[src/sv/flq_pkg.sv]
// Shared types and constants for the frequency lock qualifier.
// Used by flq_front, flq_queue, flq_back and frequency_lock_qualifier_core.
// No dependencies.
package flq_pkg;

   localparam int FreqW      = 27;
   localparam int StepW      = 20;
   localparam int HitW       = 2;
   localparam int CsrAddrW   = 4;
   localparam int CsrDataW   = 32;
   localparam int ReqDataW   = 32;
   localparam int RspDataW   = 40;

   // Carrier frequencies are in 10 Hz units.
   localparam logic [FreqW-1:0] BcastLow    = 27'd8800000;
   localparam logic [FreqW-1:0] BcastHigh   = 27'd10800000;
   localparam logic [FreqW-1:0] MatchWindow = 27'd300;

   localparam logic [HitW-1:0] HitsToLock     = 2'd2;
   localparam logic [1:0]      ToggleInterval = 2'd2;

   // Register reset values.
   localparam logic [FreqW-1:0] BandBoundReset = 27'd28000000;
   localparam logic [StepW-1:0] StepSizeReset  = 20'd1250;

   // Register indexes (paddr[3:2]).
   localparam logic [1:0] RegBandBound  = 2'd0;
   localparam logic [1:0] RegRoundEn    = 2'd1;
   localparam logic [1:0] RegStepSize   = 2'd2;
   localparam logic [1:0] RegAutoSwitch = 2'd3;

   // Word queue between front and back.
   localparam int QueueDepth = 2;
   localparam int QPtrW      = $clog2(QueueDepth);
   localparam int QCntW      = $clog2(QueueDepth + 1);

   // Serial remainder unit: one dividend bit per cycle.
   localparam int DivSteps = FreqW;
   localparam int DivCntW  = $clog2(DivSteps);

   typedef struct packed {
      logic [FreqW-1:0] band_bound;
      logic             round_enable;
      logic [StepW-1:0] step_size;
      logic             auto_switch_enable;
   } cfg_type;

   // Result word; laid out so that the packed form is the tdata order.
   typedef struct packed {
      logic [HitW-1:0]  hit_level;
      logic             band_is_uhf;
      logic             freq_valid;
      logic             restart_scan;
      logic [FreqW-1:0] tuned_freq;
      logic             locked;
   } rsp_type;

endpackage

[src/sv/flq_front.sv]
// Front end: accepts request words, keeps band, hit and toggle state,
// and pushes a classified result word (tuned_freq still unrounded). Uses flq_pkg.
module flq_front (
   input  logic             clock,
   input  logic             reset,
   input  flq_pkg::cfg_type cfg,
   input  logic             req_tvalid,
   output logic             req_tready,
   input  logic             req_mode,
   input  logic [26:0]      req_measured_freq,
   input  logic             q_ready,
   output logic             q_push,
   output flq_pkg::rsp_type q_word
);
   import flq_pkg::*;

   logic             uhf_ff, uhf_in;
   logic [FreqW-1:0] prev_ff, prev_in;
   logic [HitW-1:0]  hit_ff, hit_in;
   logic [1:0]       tog_ff, tog_in;

   logic             in_bcast;
   logic             band_ok;
   logic             valid;
   logic [FreqW-1:0] diff;
   logic [HitW-1:0]  hit_step;
   logic [1:0]       tog_step;
   logic             lock;

   assign req_tready = q_ready;
   assign q_push     = req_tvalid && q_ready;

   always_comb begin
      in_bcast = (req_measured_freq >= BcastLow) && (req_measured_freq <= BcastHigh);
      band_ok  = uhf_ff ? (req_measured_freq >= cfg.band_bound)
                        : (req_measured_freq <  cfg.band_bound);
      valid    = !in_bcast && band_ok;
      diff     = (req_measured_freq >= prev_ff) ? (req_measured_freq - prev_ff)
                                                : (prev_ff - req_measured_freq);
      hit_step = (valid && diff < MatchWindow) ? hit_ff + 2'd1 : 2'd1;
      lock     = hit_step >= HitsToLock;
      tog_step = cfg.auto_switch_enable ? tog_ff + 2'd1 : tog_ff;

      uhf_in  = uhf_ff;
      prev_in = prev_ff;
      hit_in  = hit_ff;
      tog_in  = tog_ff;
      q_word  = '0;

      if (req_mode) begin
         // Manual toggle: flip band, keep match history.
         uhf_in = !uhf_ff;
         tog_in = 2'd0;
      end else begin
         prev_in = req_measured_freq;
         hit_in  = lock ? 2'd0 : hit_step;
         tog_in  = tog_step;
         if (cfg.auto_switch_enable && tog_step >= ToggleInterval) begin
            uhf_in = !uhf_ff;
            tog_in = 2'd0;
         end
         q_word.locked       = lock;
         q_word.tuned_freq   = lock ? req_measured_freq : '0;
         q_word.restart_scan = !lock;
         q_word.freq_valid   = valid;
      end
      q_word.band_is_uhf = uhf_in;
      q_word.hit_level   = hit_in;
   end

   always_ff @(posedge clock) begin
      if (reset) begin
         uhf_ff  <= 1'b0;
         prev_ff <= '0;
         hit_ff  <= '0;
         tog_ff  <= '0;
      end else if (q_push) begin
         uhf_ff  <= uhf_in;
         prev_ff <= prev_in;
         hit_ff  <= hit_in;
         tog_ff  <= tog_in;
      end
   end

endmodule

[src/sv/flq_queue.sv]
// Short word queue between front and back end.
// Uses flq_pkg for the word type and depth.
module flq_queue (
   input  logic             clock,
   input  logic             reset,
   input  logic             push,
   input  flq_pkg::rsp_type push_word,
   output logic             push_ready,
   input  logic             pop,
   output logic             pop_valid,
   output flq_pkg::rsp_type pop_word
);
   import flq_pkg::*;

   rsp_type          mem [QueueDepth];
   logic [QPtrW-1:0] wr_ff, rd_ff;
   logic [QCntW-1:0] cnt_ff;

   assign push_ready = cnt_ff != QCntW'(QueueDepth);
   assign pop_valid  = cnt_ff != '0;
   assign pop_word   = mem[rd_ff];

   function automatic logic [QPtrW-1:0] next_ptr(input logic [QPtrW-1:0] p);
      next_ptr = (p == QPtrW'(QueueDepth - 1)) ? '0 : p + 1'b1;
   endfunction

   always_ff @(posedge clock) begin
      if (push) mem[wr_ff] <= push_word;
   end

   always_ff @(posedge clock) begin
      if (reset) begin
         wr_ff  <= '0;
         rd_ff  <= '0;
         cnt_ff <= '0;
      end else begin
         if (push) wr_ff <= next_ptr(wr_ff);
         if (pop)  rd_ff <= next_ptr(rd_ff);
         if (push && !pop)      cnt_ff <= cnt_ff + 1'b1;
         else if (pop && !push) cnt_ff <= cnt_ff - 1'b1;
      end
   end

endmodule

[src/sv/flq_back.sv]
// Back end: pops classified words, floors locked frequencies to the step
// with a bit-serial remainder unit, and holds the result register. Uses flq_pkg.
module flq_back (
   input  logic             clock,
   input  logic             reset,
   input  flq_pkg::cfg_type cfg,
   input  logic             q_valid,
   input  flq_pkg::rsp_type q_word,
   output logic             q_pop,
   output logic             rsp_tvalid,
   input  logic             rsp_tready,
   output flq_pkg::rsp_type rsp_word
);
   import flq_pkg::*;

   typedef enum logic {
      BK_IDLE,
      BK_DIV
   } state_type;

   state_type          state_ff, state_in;
   logic               rsp_valid_ff, rsp_valid_in;
   rsp_type            rsp_ff, rsp_in;
   rsp_type            hold_ff, hold_in;
   logic [FreqW-1:0]   dvd_ff, dvd_in;
   logic [StepW-1:0]   rem_ff, rem_in;
   logic [DivCntW-1:0] cnt_ff, cnt_in;

   logic               out_free;
   logic               need_round;
   logic [StepW:0]     trial;
   logic [StepW-1:0]   rem_step;

   assign rsp_tvalid = rsp_valid_ff;
   assign rsp_word   = rsp_ff;

   always_comb begin
      out_free   = !rsp_valid_ff || rsp_tready;
      need_round = q_word.locked && cfg.round_enable && (cfg.step_size != '0);
      trial      = {rem_ff, dvd_ff[FreqW-1]};
      rem_step   = (trial >= {1'b0, cfg.step_size}) ? StepW'(trial - {1'b0, cfg.step_size})
                                                    : trial[StepW-1:0];

      state_in     = state_ff;
      rsp_valid_in = rsp_valid_ff;
      rsp_in       = rsp_ff;
      hold_in      = hold_ff;
      dvd_in       = dvd_ff;
      rem_in       = rem_ff;
      cnt_in       = cnt_ff;
      q_pop        = 1'b0;

      if (rsp_valid_ff && rsp_tready) rsp_valid_in = 1'b0;

      unique case (state_ff)
         BK_IDLE: begin
            if (q_valid && out_free) begin
               q_pop = 1'b1;
               if (need_round) begin
                  hold_in  = q_word;
                  dvd_in   = q_word.tuned_freq;
                  rem_in   = '0;
                  cnt_in   = '0;
                  state_in = BK_DIV;
               end else begin
                  rsp_in       = q_word;
                  rsp_valid_in = 1'b1;
               end
            end
         end
         BK_DIV: begin
            // Advance one dividend bit; result = freq - (freq mod step).
            rem_in = rem_step;
            dvd_in = {dvd_ff[FreqW-2:0], 1'b0};
            cnt_in = cnt_ff + 1'b1;
            if (cnt_ff == DivCntW'(DivSteps - 1)) begin
               rsp_in            = hold_ff;
               rsp_in.tuned_freq = hold_ff.tuned_freq - {{(FreqW-StepW){1'b0}}, rem_step};
               rsp_valid_in      = 1'b1;
               state_in          = BK_IDLE;
            end
         end
         default: state_in = BK_IDLE;
      endcase
   end

   always_ff @(posedge clock) begin
      if (reset) begin
         state_ff     <= BK_IDLE;
         rsp_valid_ff <= 1'b0;
      end else begin
         state_ff     <= state_in;
         rsp_valid_ff <= rsp_valid_in;
      end
      rsp_ff  <= rsp_in;
      hold_ff <= hold_in;
      dvd_ff  <= dvd_in;
      rem_ff  <= rem_in;
      cnt_ff  <= cnt_in;
   end

endmodule

[src/sv/frequency_lock_qualifier_core.sv]
// Top level of the frequency lock qualifier: register file, front end,
// word queue and back end. Depends on flq_pkg, flq_front, flq_queue, flq_back.
//
// Usage:
//   req_* stream: one word per measurement (tuser = mode, tdata = frequency).
//     Mode 1 is a manual band toggle and yields a word with only band and
//     hit level set.
//   rsp_* stream: exactly one result word per request word, in order.
//   csr_* port: APB-style, four registers at byte addresses 0, 4, 8, 12.
//     Write registers only while no request word is outstanding.
// Path: a word passes through the queue into the result register; a locked
//   frequency with rounding on and a nonzero step first goes through the
//   bit-serial remainder unit in the back end (one dividend bit per cycle,
//   27 bits).
// Throughput: the front end takes a word per cycle while the two-word
//   queue has room; sustained rate is one word per cycle without rounding
//   while rsp_tready is high; no word is popped while a rounding runs.
// Reset: synchronous; state returns to VHF band, zero hits and zero
//   history, registers take their defaults, queue and result register
//   empty. No clearing pass is needed.
// Stall: a held result stays in the output register; the queue fills,
//   then req_tready drops until rsp_tready frees the path.
module frequency_lock_qualifier_core (
   input  logic                         clock,
   input  logic                         reset,
   // Request stream
   input  logic                         req_tvalid,
   output logic                         req_tready,
   input  logic [flq_pkg::ReqDataW-1:0] req_tdata,   // [26:0] measured_freq, rest zero
   input  logic                         req_tuser,   // [0] mode
   // Result stream
   output logic                         rsp_tvalid,
   input  logic                         rsp_tready,
   // [0] locked, [27:1] tuned_freq, [28] restart_scan, [29] freq_valid,
   // [30] band_is_uhf, [32:31] hit_level, rest zero
   output logic [flq_pkg::RspDataW-1:0] rsp_tdata,
   // Register port
   input  logic                         csr_psel,
   input  logic                         csr_penable,
   input  logic                         csr_pwrite,
   input  logic [flq_pkg::CsrAddrW-1:0] csr_paddr,
   input  logic [flq_pkg::CsrDataW-1:0] csr_pwdata,
   output logic [flq_pkg::CsrDataW-1:0] csr_prdata,
   output logic                         csr_pready
);
   import flq_pkg::*;

   cfg_type    cfg_ff;
   logic       csr_wr;
   logic [1:0] csr_idx;

   logic       q_push, q_ready, q_pop, q_valid;
   rsp_type    q_in_word, q_out_word, rsp_word;

   // Register file: write on the access phase, read back as stored.
   assign csr_pready = 1'b1;
   assign csr_idx    = csr_paddr[3:2];
   assign csr_wr     = csr_psel && csr_penable && csr_pwrite && csr_pready;

   always_ff @(posedge clock) begin
      if (reset) begin
         cfg_ff.band_bound         <= BandBoundReset;
         cfg_ff.round_enable       <= 1'b1;
         cfg_ff.step_size          <= StepSizeReset;
         cfg_ff.auto_switch_enable <= 1'b1;
      end else if (csr_wr) begin
         unique case (csr_idx)
            RegBandBound:  cfg_ff.band_bound         <= csr_pwdata[FreqW-1:0];
            RegRoundEn:    cfg_ff.round_enable       <= csr_pwdata[0];
            RegStepSize:   cfg_ff.step_size          <= csr_pwdata[StepW-1:0];
            RegAutoSwitch: cfg_ff.auto_switch_enable <= csr_pwdata[0];
            default: ;
         endcase
      end
   end

   always_comb begin
      unique case (csr_idx)
         RegBandBound:  csr_prdata = {{(CsrDataW-FreqW){1'b0}}, cfg_ff.band_bound};
         RegRoundEn:    csr_prdata = {{(CsrDataW-1){1'b0}}, cfg_ff.round_enable};
         RegStepSize:   csr_prdata = {{(CsrDataW-StepW){1'b0}}, cfg_ff.step_size};
         RegAutoSwitch: csr_prdata = {{(CsrDataW-1){1'b0}}, cfg_ff.auto_switch_enable};
         default:       csr_prdata = '0;
      endcase
   end

   // Classify and update lock state as words arrive.
   flq_front u_front (
      .clock             (clock),
      .reset             (reset),
      .cfg               (cfg_ff),
      .req_tvalid        (req_tvalid),
      .req_tready        (req_tready),
      .req_mode          (req_tuser),
      .req_measured_freq (req_tdata[FreqW-1:0]),
      .q_ready           (q_ready),
      .q_push            (q_push),
      .q_word            (q_in_word)
   );

   // Decouple the front end from a back end busy rounding.
   flq_queue u_queue (
      .clock      (clock),
      .reset      (reset),
      .push       (q_push),
      .push_word  (q_in_word),
      .push_ready (q_ready),
      .pop        (q_pop),
      .pop_valid  (q_valid),
      .pop_word   (q_out_word)
   );

   // Round locked frequencies and hold the result word.
   flq_back u_back (
      .clock      (clock),
      .reset      (reset),
      .cfg        (cfg_ff),
      .q_valid    (q_valid),
      .q_word     (q_out_word),
      .q_pop      (q_pop),
      .rsp_tvalid (rsp_tvalid),
      .rsp_tready (rsp_tready),
      .rsp_word   (rsp_word)
   );

   assign rsp_tdata = {{(RspDataW-$bits(rsp_type)){1'b0}}, rsp_word};

endmodule
[config.mk]
export PLATFORM = sky130hd
export DESIGN_NAME = frequency_lock_qualifier_core
export DESIGN_NICKNAME = d
export VERILOG_FILES = /design/src/sv/flq_pkg.sv /design/src/sv/flq_front.sv /design/src/sv/flq_queue.sv /design/src/sv/flq_back.sv /design/src/sv/frequency_lock_qualifier_core.sv
export SDC_FILE = /design/constraint.sdc
export NUM_CORES = 1
export LEC_CHECK = 0
export BUFFER_PORTS_ARGS = -buffer_cell sky130_fd_sc_hd__buf_2
export CAP_MARGIN = 20
export CORE_ASPECT_RATIO = 1.1
export CORE_MARGIN = 2
export CORE_UTILIZATION = 60
export CTS_BUF_LIST = sky130_fd_sc_hd__clkbuf_8
export DETAILED_ROUTE_END_ITERATION = 16
export PLACE_DENSITY = 0.85
export SYNTH_ARGS = -nofsm -noshare
export SYNTH_HDL_FRONTEND = slang
export SYNTH_SLANG_ARGS = --single-unit
[constraint.sdc]
create_clock -name clock -period 7.7 [get_ports clock]
set_input_delay 0 -clock clock [delete_from_list [all_inputs] [get_ports clock]]
set_output_delay 0 -clock clock [all_outputs]
set_load 0.01 [all_outputs]
==> results.json, run 1 <==
{
  "dpl_cell_area_um2": 17500,
  "worstSetupEndpointType": "flip-flop",
  "whs_ps": 1.43,
  "die-area_um2": 29100,
  "layout_common_cells": "190 x a21oi_1, 184 x edfxtp_1, 182 x nand2_1",
  "post-route-util_pct": 69.8,
  "cts_tree": "built",
  "gr-usage-met1_pct": 37.1,
  "top_level_ports": 151,
  "busiest_layer": "met2",
  "fp-row-count": 63,
  "grt_overflow": 0,
  "path_max_fanout": 21,
  "antenna_left": 0,
  "yosysWarnings": 0,
  "areaGrowthSynthToFinish_pct": 13.6,
  "worst_slew_pin_slew_ps": 1000,
  "grtUsageTotal_pct": 31.8,
  "clock_sinks": 272,
  "grt_pass1_vias": 13743,
  "gp_congestion": 0.984,
  "drive_above_1_share_pct": 13.8,
  "synth_area_um2": 16600,
  "core-area_um2": 27100,
  "worstSetupStartpoint": "cfg_ff[2]",
  "numCtsBuffers": 45,
  "run_status": "completed",
  "rrSetupSlack_ps": 1160,
  "final_net_count": 2134,
  "reg2reg_depth": 24,
  "relSlewSlack_pct": 33.3,
  "drc": 0,
  "insertedDiodeCount": 0,
  "synth_edf_count": 184,
  "grt_pass1_wl_mm": 72.0,
  "leakage_uw": 0.00787,
  "clkTransAtPathRegs_ps": 60,
  "rsz0062_at_grt": "no",
  "antenna_found_initial": 0,
  "die_height_um": 179,
  "dpl.hpwl_mm": 32.5,
  "first_pass_iters": 5,
  "async_flop_share_pct": 0,
  "syn-instance-count": 1768,
  "clk_path_buf_depth": 3,
  "criticalPathCategory": "reg -> reg",
  "maxCapViolCount": 0,
  "use_met2_pct": 55.6,
  "yosysUniqueCellTypes": 70,
  "ys.flop_type": "edfxtp_1",
  "port_buffers": 125,
  "skew_ps": 25.7,
  "r2r_start": "cfg_ff[2]",
  "grt_max_degree": 89,
  "netlist_top_cells_area": "edfxtp_1 33%, dfxtp_1 11%, ha_1 9.2%",
  "min_path_type": "in -> reg",
  "ys_ff_latch": 272,
  "dp.cells": 2183,
  "clk_latency_ps": 570,
  "cts-resized-gates": 0,
  "setup-tns-final_ps": 0,
  "finalMaxSlewViolations": 0,
  "hp-start": "csr_penable",
  "fill_cells": 1999,
  "totalWireLength_mm": 46.9,
  "fin_area_um2": 18900,
  "min_period_ps": 6540,
  "arrival_ps": 6820,
  "viasPerCell": 6.00,
  "use_met3_pct": 4.35,
  "r2r-end": "u_back.rsp_word[27]",
  "cts_hold_buf": 57,
  "first_iter_violations": 1232,
  "power.density_nw_per_um2": 333,
  "start_util_pct": 61.4,
  "ir_drop_uv": 242,
  "post_cts_buffers": 0,
  "cp.required_ps": 7980,
  "worstSetupStartpointType": "flip-flop",
  "ys_seq_area_share_pct": 43.8,
  "num_vias": 13955,
  "clockRootBuffer": "clkbuf_8",
  "synth_area_per_cell_um2": 9.42,
  "finalSetupViolCount": 0,
  "hold_end": "cfg_ff[47]",
  "final_common_cell": "a21oi_1",
  "timing_hold_violations_final": 0,
  "die_x_um": 163,
  "final-instance-count-excl-fill": 2327,
  "yosysTopAreaCell": "edfxtp_1",
  "routedWlPerCell_um": 20.1,
  "fmax_mhz": 153,
  "min_period_over_period_pct": 85.0,
  "htreeDepth": 2,
  "synthDominantCellAreaShare_pct": 33.2,
  "hold_depth": 5
}
## metrics by stage
stage / setup WS, ps / total power [uW]
final: 1160 / 6310
after global routing: 839 / 6680
after CTS: 1260 / 6260
after detailed placement: 1320 / 5020
after global placement: 1520 / 4880
after floorplan: 2090 / 4280
## per-layer routing
layer  wire (um)  part of all wire (%)
met1       17700                    38
met2       23200                    49
met3        2840                   6.1
met4        3140                   6.7
met5           0                     0
## flip-flops by register name, summed over array words and instances, names as in the netlist, named ones only
signal,cells
u_queue.mem,66
cfg_ff,49
u_back.hold_ff,33
u_back.rsp_word,33
u_back.dvd_ff,27
u_front.prev_ff,27
u_back.rem_ff,20
u_back.cnt_ff,5
u_front.hit_ff,2
u_front.tog_ff,2
u_queue.cnt_ff,2
u_back.rsp_tvalid,1
u_back.state_ff,1
u_front.uhf_ff,1
u_queue.rd_ff,1
u_queue.wr_ff,1
## worst max-delay path, stage by stage, from the launching register on
cell,delay [ps]
dfxtp_1,370
inv_1,110
ha_1,310
nor2b_1,130
o21a_1,130
o21ai_0,110
a21oi_1,270
a221oi_1,170
o21ai_0,460
a31o_2,280
a21oi_1,60
o21ai_2,230
buf_4,380
mux2i_1,470
ha_1,360
a21o_1,230
a21oi_1,320
o21ai_0,220
o31a_1,370
a41o_1,250
o21ai_0,210
a21oi_1,200
nor4_1,370
xnor2_1,160
a21oi_1,80
## Yosys cell counts (11+ instances only)
master      n
a21oi_1   190
edfxtp_1  184
nand2_1   182
nor2_1    158
inv_1     152
ha_1      123
dfxtp_1    88
o21ai_0    55
clkbuf_1   53
mux2i_1    48
xnor2_1    46
mux2_2     42
a21o_1     36
and2_1     36
nor3_1     32
xor2_1     28
a211o_1    21
nand3_1    21
nand4_1    21
a31oi_1    17
nor4_1     16
buf_4      15
buf_2      14
o21a_1     14
a211oi_1   13
nand2b_1   12
nor2b_1    11
or3_1      11
## power breakdown
part           switching (uW)  internal (uW)
combinational            1790           1110
sequential                133           2060
clock                     601            618
total                    2530           3780
## final cells by class
cell class                 instances  area [um2]  area share (%)
clock inverter                    36         193            1.02
multi-input combinational       1264        8430            44.5
sequential                       272        7290            38.5
timing repair buffer             198        1330            7.04
tap                              357         447            2.36
clock buffer                      48         661            3.49
inverter                         152         571            3.02
## how the worst max path moves through the flow
| stage | to | slack (ps) | cells after the start |
|---|---|---|---|
| after floorplan | u_back.rsp_word[27] | 2090 | 24 |
| after global placement | u_back.rsp_word[27] | 1520 | 25 |
| after detailed placement | u_back.rsp_word[27] | 1320 | 24 |
| after CTS | u_back.rsp_word[27] | 1260 | 24 |
| after global routing | u_back.rsp_word[22] | 840 | 24 |
| final | u_back.rsp_word[27] | 1160 | 24 |
## cell families after synthesis
family	after synthesis	synth area share, %
xor gates and xnor gates	74	3.89
buffers and inverters	243	6.06
DFF	272	43.8
other	2	0.0451
adders and majority gates	125	9.49
muxes	91	5.86
and+or+nand+nor	536	15.1
AOI/OAI and AO/OA	425	15.8
(Power assumes the default switching activity.)
==> run 2, diff against run 1 <==
--- a/config.mk
+++ b/config.mk
@@ -9,10 +9,10 @@
 export CAP_MARGIN = 20
 export CORE_ASPECT_RATIO = 1.1
 export CORE_MARGIN = 2
-export CORE_UTILIZATION = 60
+export CORE_UTILIZATION = 56
 export CTS_BUF_LIST = sky130_fd_sc_hd__clkbuf_8
 export DETAILED_ROUTE_END_ITERATION = 16
-export PLACE_DENSITY = 0.85
+export PLACE_DENSITY = 0.84
 export SYNTH_ARGS = -nofsm -noshare
 export SYNTH_HDL_FRONTEND = slang
 export SYNTH_SLANG_ARGS = --single-unit
==> constraint.sdc (replaced) <==
create_clock -name clock -period 5.4 [get_ports clock]
set_input_delay 0 -clock clock [delete_from_list [all_inputs] [get_ports clock]]
set_output_delay 0 -clock clock [all_outputs]
set_load 0.01 [all_outputs]
==> run 2 against run 1 <==
Clock-buffer cell count unchanged. Non-clock buffer count up 60. Sequential power up 43%. Worst setup slack worse by 1000 ps. Clock power up 51%. First-iteration DRC count up 14%. Fmax up 24%. Combinational power up 65%. Via count up 4.3%. Utilization down 3.0 points. Critical path type unchanged. Highest routed layer unchanged.
==> results.json, run 2 (synthesis gave the netlist of run 1 again) <==
{
  "run_status": "completed",
  "numCtsBuffers": 45,
  "grtUsageTotal_pct": 30.7,
  "clk_path_buf_depth": 3,
  "core-area_um2": 29400,
  "min_period_over_period_pct": 97.4,
  "viasPerCell": 6.06,
  "grt_pass1_vias": 14341,
  "hp-start": "csr_pwrite",
  "num_vias": 14552,
  "cts_tree": "built",
  "r2r-end": "u_back.rsp_word[27]",
  "grt_pass1_wl_mm": 74.9,
  "worst_slew_pin_slew_ps": 897,
  "worstSetupEndpointType": "flip-flop",
  "reg_top3": "u_queue.mem x66, cfg_ff x49",
  "routedWlPerCell_um": 20.3,
  "hold_depth": 5,
  "timing_hold_violations_final": 0,
  "drive_above_1_share_pct": 16.7,
  "fin_total_pwr_uw": 9760,
  "regMostFlops": "u_queue.mem",
  "fp-row-count": 66,
  "port_buffers": 125,
  "drc": 0,
  "clk_latency_ps": 600,
  "whs_ps": 24.7,
  "totalWireLength_mm": 48.7,
  "fmax_mhz": 190,
  "cp.required_ps": 5700,
  "top_level_ports": 151,
  "first_pass_iters": 5,
  "htreeDepth": 2,
  "first_iter_violations": 1410,
  "crit_family": "compound AO/OA/AOI/OAI gates",
  "maxCapViolCount": 0,
  "worstSetupStartpointType": "flip-flop",
  "insertedDiodeCount": 0,
  "finalSetupViolCount": 0,
  "ir_drop_uv": 272,
  "areaGrowthSynthToFinish_pct": 17.9,
  "clockRootBuffer": "clkbuf_8",
  "final_net_count": 2194,
  "skew_ps": 44.0,
  "gp_congestion": 1.01,
  "cpMostUsedCell": "a21oi_2",
  "leakage_uw": 0.00823,
  "dpl.hpwl_mm": 33.0,
  "hold_end": "cfg_ff[0]",
  "final_common_cell": "edfxtp_1",
  "antenna_found_initial": 0,
  "min_period_ps": 5260,
  "rrSetupSlack_ps": 140,
  "rsz0062_at_grt": "yes",
  "critPathBufInv": 1,
  "die-area_um2": 31100,
  "power.density_nw_per_um2": 497,
  "die_height_um": 185,
  "antenna_left": 0,
  "path_max_fanout": 3,
  "clock_sinks": 272,
  "reg2reg_depth": 25,
  "min_path_type": "in -> reg",
  "final.setup.worst_slack_ps": 143,
  "dp_slack_ps": -267,
  "grt_max_degree": 81,
  "r2r_start": "u_back.rem_ff[0]",
  "criticalPathCategory": "reg -> reg",
  "relSlewSlack_pct": 38.6,
  "largest_reg_flops": 66,
  "clkTransAtPathRegs_ps": 60,
  "die_x_um": 168,
  "start_util_pct": 56.6,
  "grt_overflow": 0,
  "slowest_stage": "edfxtp_1",
  "finalMaxSlewViolations": 0,
  "layout_common_cells": "184 x edfxtp_1, 183 x a21oi_1, 182 x nand2_1",
  "cpPeakStageDelay_ps": 450,
  "arrival_ps": 5560
}
==> run 2: power breakdown <==
part,internal (uW),total [uW],switching [uW]
Combinational,1990,4790,2800
Sequential,2930,3130,199
Clock,977,1840,863
Total,5890,9760,3860
==> run 2: routing by layer <==
metal / track usage (%) / part of all wire (%) / vias up
li1: - / - / 6723
met1: 34.7 / 36 / 6795
met2: 51.8 / 48 / 751
met3: 6.03 / 7.7 / 283
met4: 22.7 / 8.2 / 0
met5: 0 / 0 / -
==> run 2: what timing repair did <==
item / CTS / global route
pin swaps: 5 / 17
cloned: 0 / 0
hold buffers: 72 / 0
endpoints found under the hold margin: 152 / 0
buffers inserted: 1 / 5
setup endpoints to repair: 10 / 11
gates resized for setup: 15 / 14
==> run 2: metrics by stage <==
step,utilization [%],std cells,TNS [ps],instance area [um2]
final,66.8,2401,0,19600
after global routing,66.8,2401,-134,19600
after CTS,66.3,2395,0,19500
after detailed placement,60.5,2241,-954,17800
after global placement,60.5,2241,-132,17800
after floorplan,-,1779,0,16700
==> run 2: final cells by class <==
type | count | area (um2)
sequential | 272 | 7290
fill | 2122 | 9770
tap | 374 | 468
clock buffer | 48 | 661
multi-input combinational | 1264 | 8560
timing repair buffer | 258 | 1840
inverter | 152 | 571
clock inverter | 33 | 244
==> run 2: worst max path at each step <==
| stage | to | startpoint | depth (start not counted) |
|---|---|---|---|
| finish | u_back.rsp_word[27] | u_back.rem_ff[0] | 25 |
| detailed placement | u_back.rsp_word[27] | cfg_ff[2] | 26 |
| CTS | u_back.rsp_word[27] | cfg_ff[2] | 26 |
| floorplan | u_back.rsp_word[27] | u_back.rem_ff[0] | 24 |
| global route | u_back.rsp_word[22] | u_back.rem_ff[0] | 24 |
| global placement | u_back.rsp_word[27] | u_back.rem_ff[0] | 25 |
==> run 2: tightest hold or removal path, delay by kind of cell <==
family        cells  cell delay [ps]
buf+inv           1              100
mux               1               80
simple gates      3              380
==> run 3, diff against run 2 <==
--- a/config.mk
+++ b/config.mk
@@ -9,10 +9,11 @@
 export CAP_MARGIN = 20
 export CORE_ASPECT_RATIO = 1.1
 export CORE_MARGIN = 2
-export CORE_UTILIZATION = 56
+export CORE_UTILIZATION = 57
 export CTS_BUF_LIST = sky130_fd_sc_hd__clkbuf_8
 export DETAILED_ROUTE_END_ITERATION = 16
-export PLACE_DENSITY = 0.84
+export PLACE_DENSITY = 0.85
 export SYNTH_ARGS = -nofsm -noshare
 export SYNTH_HDL_FRONTEND = slang
+export SYNTH_HIERARCHICAL = 1
 export SYNTH_SLANG_ARGS = --single-unit
==> run 3 against run 2 <==
The flow now finishes with violations (negative setup slack). Synthesized area increased by 8.7%. Combinational power increased by 29%. Clock power increased by 3%. Synthesized cell count increased by 7.4%. Global-route usage increased by 3.0 points. Critical path depth decreased by 2. Final area increased by 11%. Register-to-register slack got worse by 410 ps. Sequential power increased by 2%. Via count increased by 14%. Die area increased by 6.6%. Critical path type unchanged. Largest power group unchanged.
==> results.json, run 3 <==
{
  "run_status": "finished with violations",
  "violations": "negative setup slack",
  "port_buffers": 125,
  "synthDominantCellAreaShare_pct": 30.5,
  "dpl_cell_area_um2": 19500,
  "cp.required_ps": 5820,
  "yosysWarnings": 6,
  "num_vias": 16573,
  "die_x_um": 174,
  "drc": 0,
  "finalMaxSlewViolations": 0,
  "relSlewSlack_pct": 30.1,
  "fin_area_um2": 21800,
  "ys.flop_type": "edfxtp_1",
  "worstSetupEndpointType": "flip-flop",
  "htreeDepth": 2,
  "final_common_cell": "edfxtp_1",
  "yosysTopAreaCell": "edfxtp_1",
  "ys_ff_latch": 272,
  "cts_tree": "built",
  "drive_above_1_share_pct": 22.4,
  "clockRootBuffer": "clkbuf_8",
  "antenna_left": 0,
  "clock_sinks": 272,
  "fp-row-count": 68,
  "totalWireLength_mm": 59.1,
  "power.density_nw_per_um2": 515,
  "netlist_top_cells_area": "edfxtp_1 31%, dfxtp_1 9.7%, ha_1 7.6%",
  "start_util_pct": 57.8,
  "final_net_count": 2357,
  "synth_common_cells": "184 x edfxtp_1, 155 x nand2_1, 147 x nor2_1",
  "viasPerCell": 6.31,
  "insertedDiodeCount": 0,
  "fmax_mhz": 177,
  "antenna_found_initial": 1,
  "grt_pass1_wl_mm": 87.3,
  "timing_hold_violations_final": 0,
  "min_period_ps": 5660,
  "arrival_ps": 6090,
  "grt_overflow": 0,
  "skew_ps": 27.0,
  "ir_drop_uv": 301,
  "final.setup.worst_slack_ps": -264,
  "post-route-util_pct": 69.7,
  "regMostFlops": "u_queue/mem",
  "ys_seq_area_share_pct": 40.3,
  "dpl.hpwl_mm": 40.2,
  "grt_pass1_vias": 16007,
  "synth_edf_count": 184,
  "largest_reg_flops": 66,
  "min_period_over_period_pct": 105,
  "grtUsageTotal_pct": 33.7,
  "core-area_um2": 31300,
  "clk_latency_ps": 600,
  "die-area_um2": 33200,
  "use_met2_pct": 56.6,
  "areaGrowthSynthToFinish_pct": 20.6,
  "clkTransAtPathRegs_ps": 70,
  "rsz0062_at_grt": "yes",
  "finalSetupViolCount": 11,
  "worst_slew_pin_slew_ps": 1040,
  "first_pass_iters": 7,
  "syn-instance-count": 1898,
  "reg_top3": "u_queue/mem x66, cfg_ff x49",
  "synth_area_per_cell_um2": 9.53,
  "numCtsBuffers": 45,
  "use_met3_pct": 5.26,
  "maxCapViolCount": 0,
  "routedWlPerCell_um": 22.5,
  "leakage_uw": 0.00883,
  "clk_path_buf_depth": 3,
  "gp_congestion": 1.03,
  "synth_area_um2": 18100,
  "path_max_fanout": 4,
  "busiest_layer": "met2",
  "async_flop_share_pct": 0,
  "top_level_ports": 151,
  "grt_max_degree": 118,
  "die_height_um": 191,
  "first_iter_violations": 2088,
  "yosysMostFrequentCell": "edfxtp_1",
  "min_path_type": "in -> reg",
  "gr-usage-met1_pct": 41.1,
  "yosysUniqueCellTypes": 110,
  "layout_common_cells": "184 x edfxtp_1, 152 x nand2_1, 148 x inv_1",
  "worstSetupStartpointType": "flip-flop",
  "criticalPathCategory": "reg -> reg"
}
==> run 3: cell types whose count changed after synthesis, moves of 19 or more <==
cell / before / now
nand2b_1: 12 / 43
mux2_1: 0 / 33
nor3_2: 0 / 29
nand2_1: 182 / 155
o21ai_1: 2 / 22
a21oi_1: 190 / 145
o21ai_0: 55 / 102
clkbuf_1: 53 / 34
inv_1: 152 / 128
==> run 3: cell families after synthesis <==
family          count (synthesis)  share of synthesized area (%)
simple gates                  604                           17.8
mux                           114                           6.82
other cells                     2                         0.0415
compound gates                478                           17.4
fa+ha+maj                     121                           8.33
xor+xnor                       72                           3.48
buf+inv                       235                           5.90
flops                         272                           40.3
==> run 3: path summary, 6_finish.rpt <==
kind                       start                  end  slack (ps)  cells past startpoint
max             u_back/rem_ff[2]  u_back/rsp_word[22]        -260                     23
min                 csr_paddr[3]            cfg_ff[0]         110                      3
max reg2reg     u_back/rem_ff[2]  u_back/rsp_word[22]        -260                     23
min reg2reg  u_front/prev_ff[26]  u_front/prev_ff[26]         470                      2
==> run 3: final cells by class <==
cell class                 count  area, um2
tap                          420        526
inverter                     129        484
clock buffer                  47        647
clock inverter                37        267
timing repair buffer         319       2310
sequential                   272       7290
fill                        2254       9480
multi-input combinational   1402      10300
==> run 3: through the flow <==
| stage | worst slack, ps | setup TNS [ps] | hold WS, ps | total power [uW] | std cells |
|---|---|---|---|---|---|
| after floorplan | 5.52 | 0 | 69.1 | 6650 | 1909 |
| after global placement | 29.4 | 0 | 268 | 8040 | 2442 |
| after detailed placement | -264 | -1450 | 279 | 8260 | 2443 |
| after CTS | -81.8 | -95.3 | 58.4 | 10500 | 2606 |
| after global routing | -496 | -3780 | 109 | 11800 | 2626 |
| final | -264 | -1740 | 114 | 11300 | 2626 |
==> run 3: per-layer routing <==
metal	vias to the layer above	routed length [um]
met5	-	0
met4	0	3980
met3	273	4720
met2	1008	27900
met1	7868	22400
li1	7424	-
==> run 3: timing repair <==
action	4_1_cts	5_1_grt
endpoints found under the hold margin	136	7
gates cloned	0	0
gates resized for setup	31	53
pin swaps	29	57
hold buffers	66	1
setup buffers	13	20
endpoints found under the setup margin	9	12
==> run 3: critical path: stages (launching register included) <==
cell and delay, ps:
edfxtp_1 440, ha_4 280, buf_4 140, nand3_4 90
o21bai_4 140, a21oi_4 80, o31a_1 330, nor2_4 240
mux2i_4 340, ha_4 240, nor2b_4 120, o31a_1 290
o21ai_2 150, nand2b_1 110, a21o_1 180, o211ai_1 240
a31oi_1 130, maj3_2 360, a211o_2 330, o2111a_2 200
a2111oi_4 300, nor4b_2 110, or4_1 480, a31oi_1 180
==> run 3: report_power, final <==
| group | internal (uW) | switching (uW) |
|---|---|---|
| registers | 2940 | 246 |
| logic | 2660 | 3520 |
| clock network | 1010 | 884 |
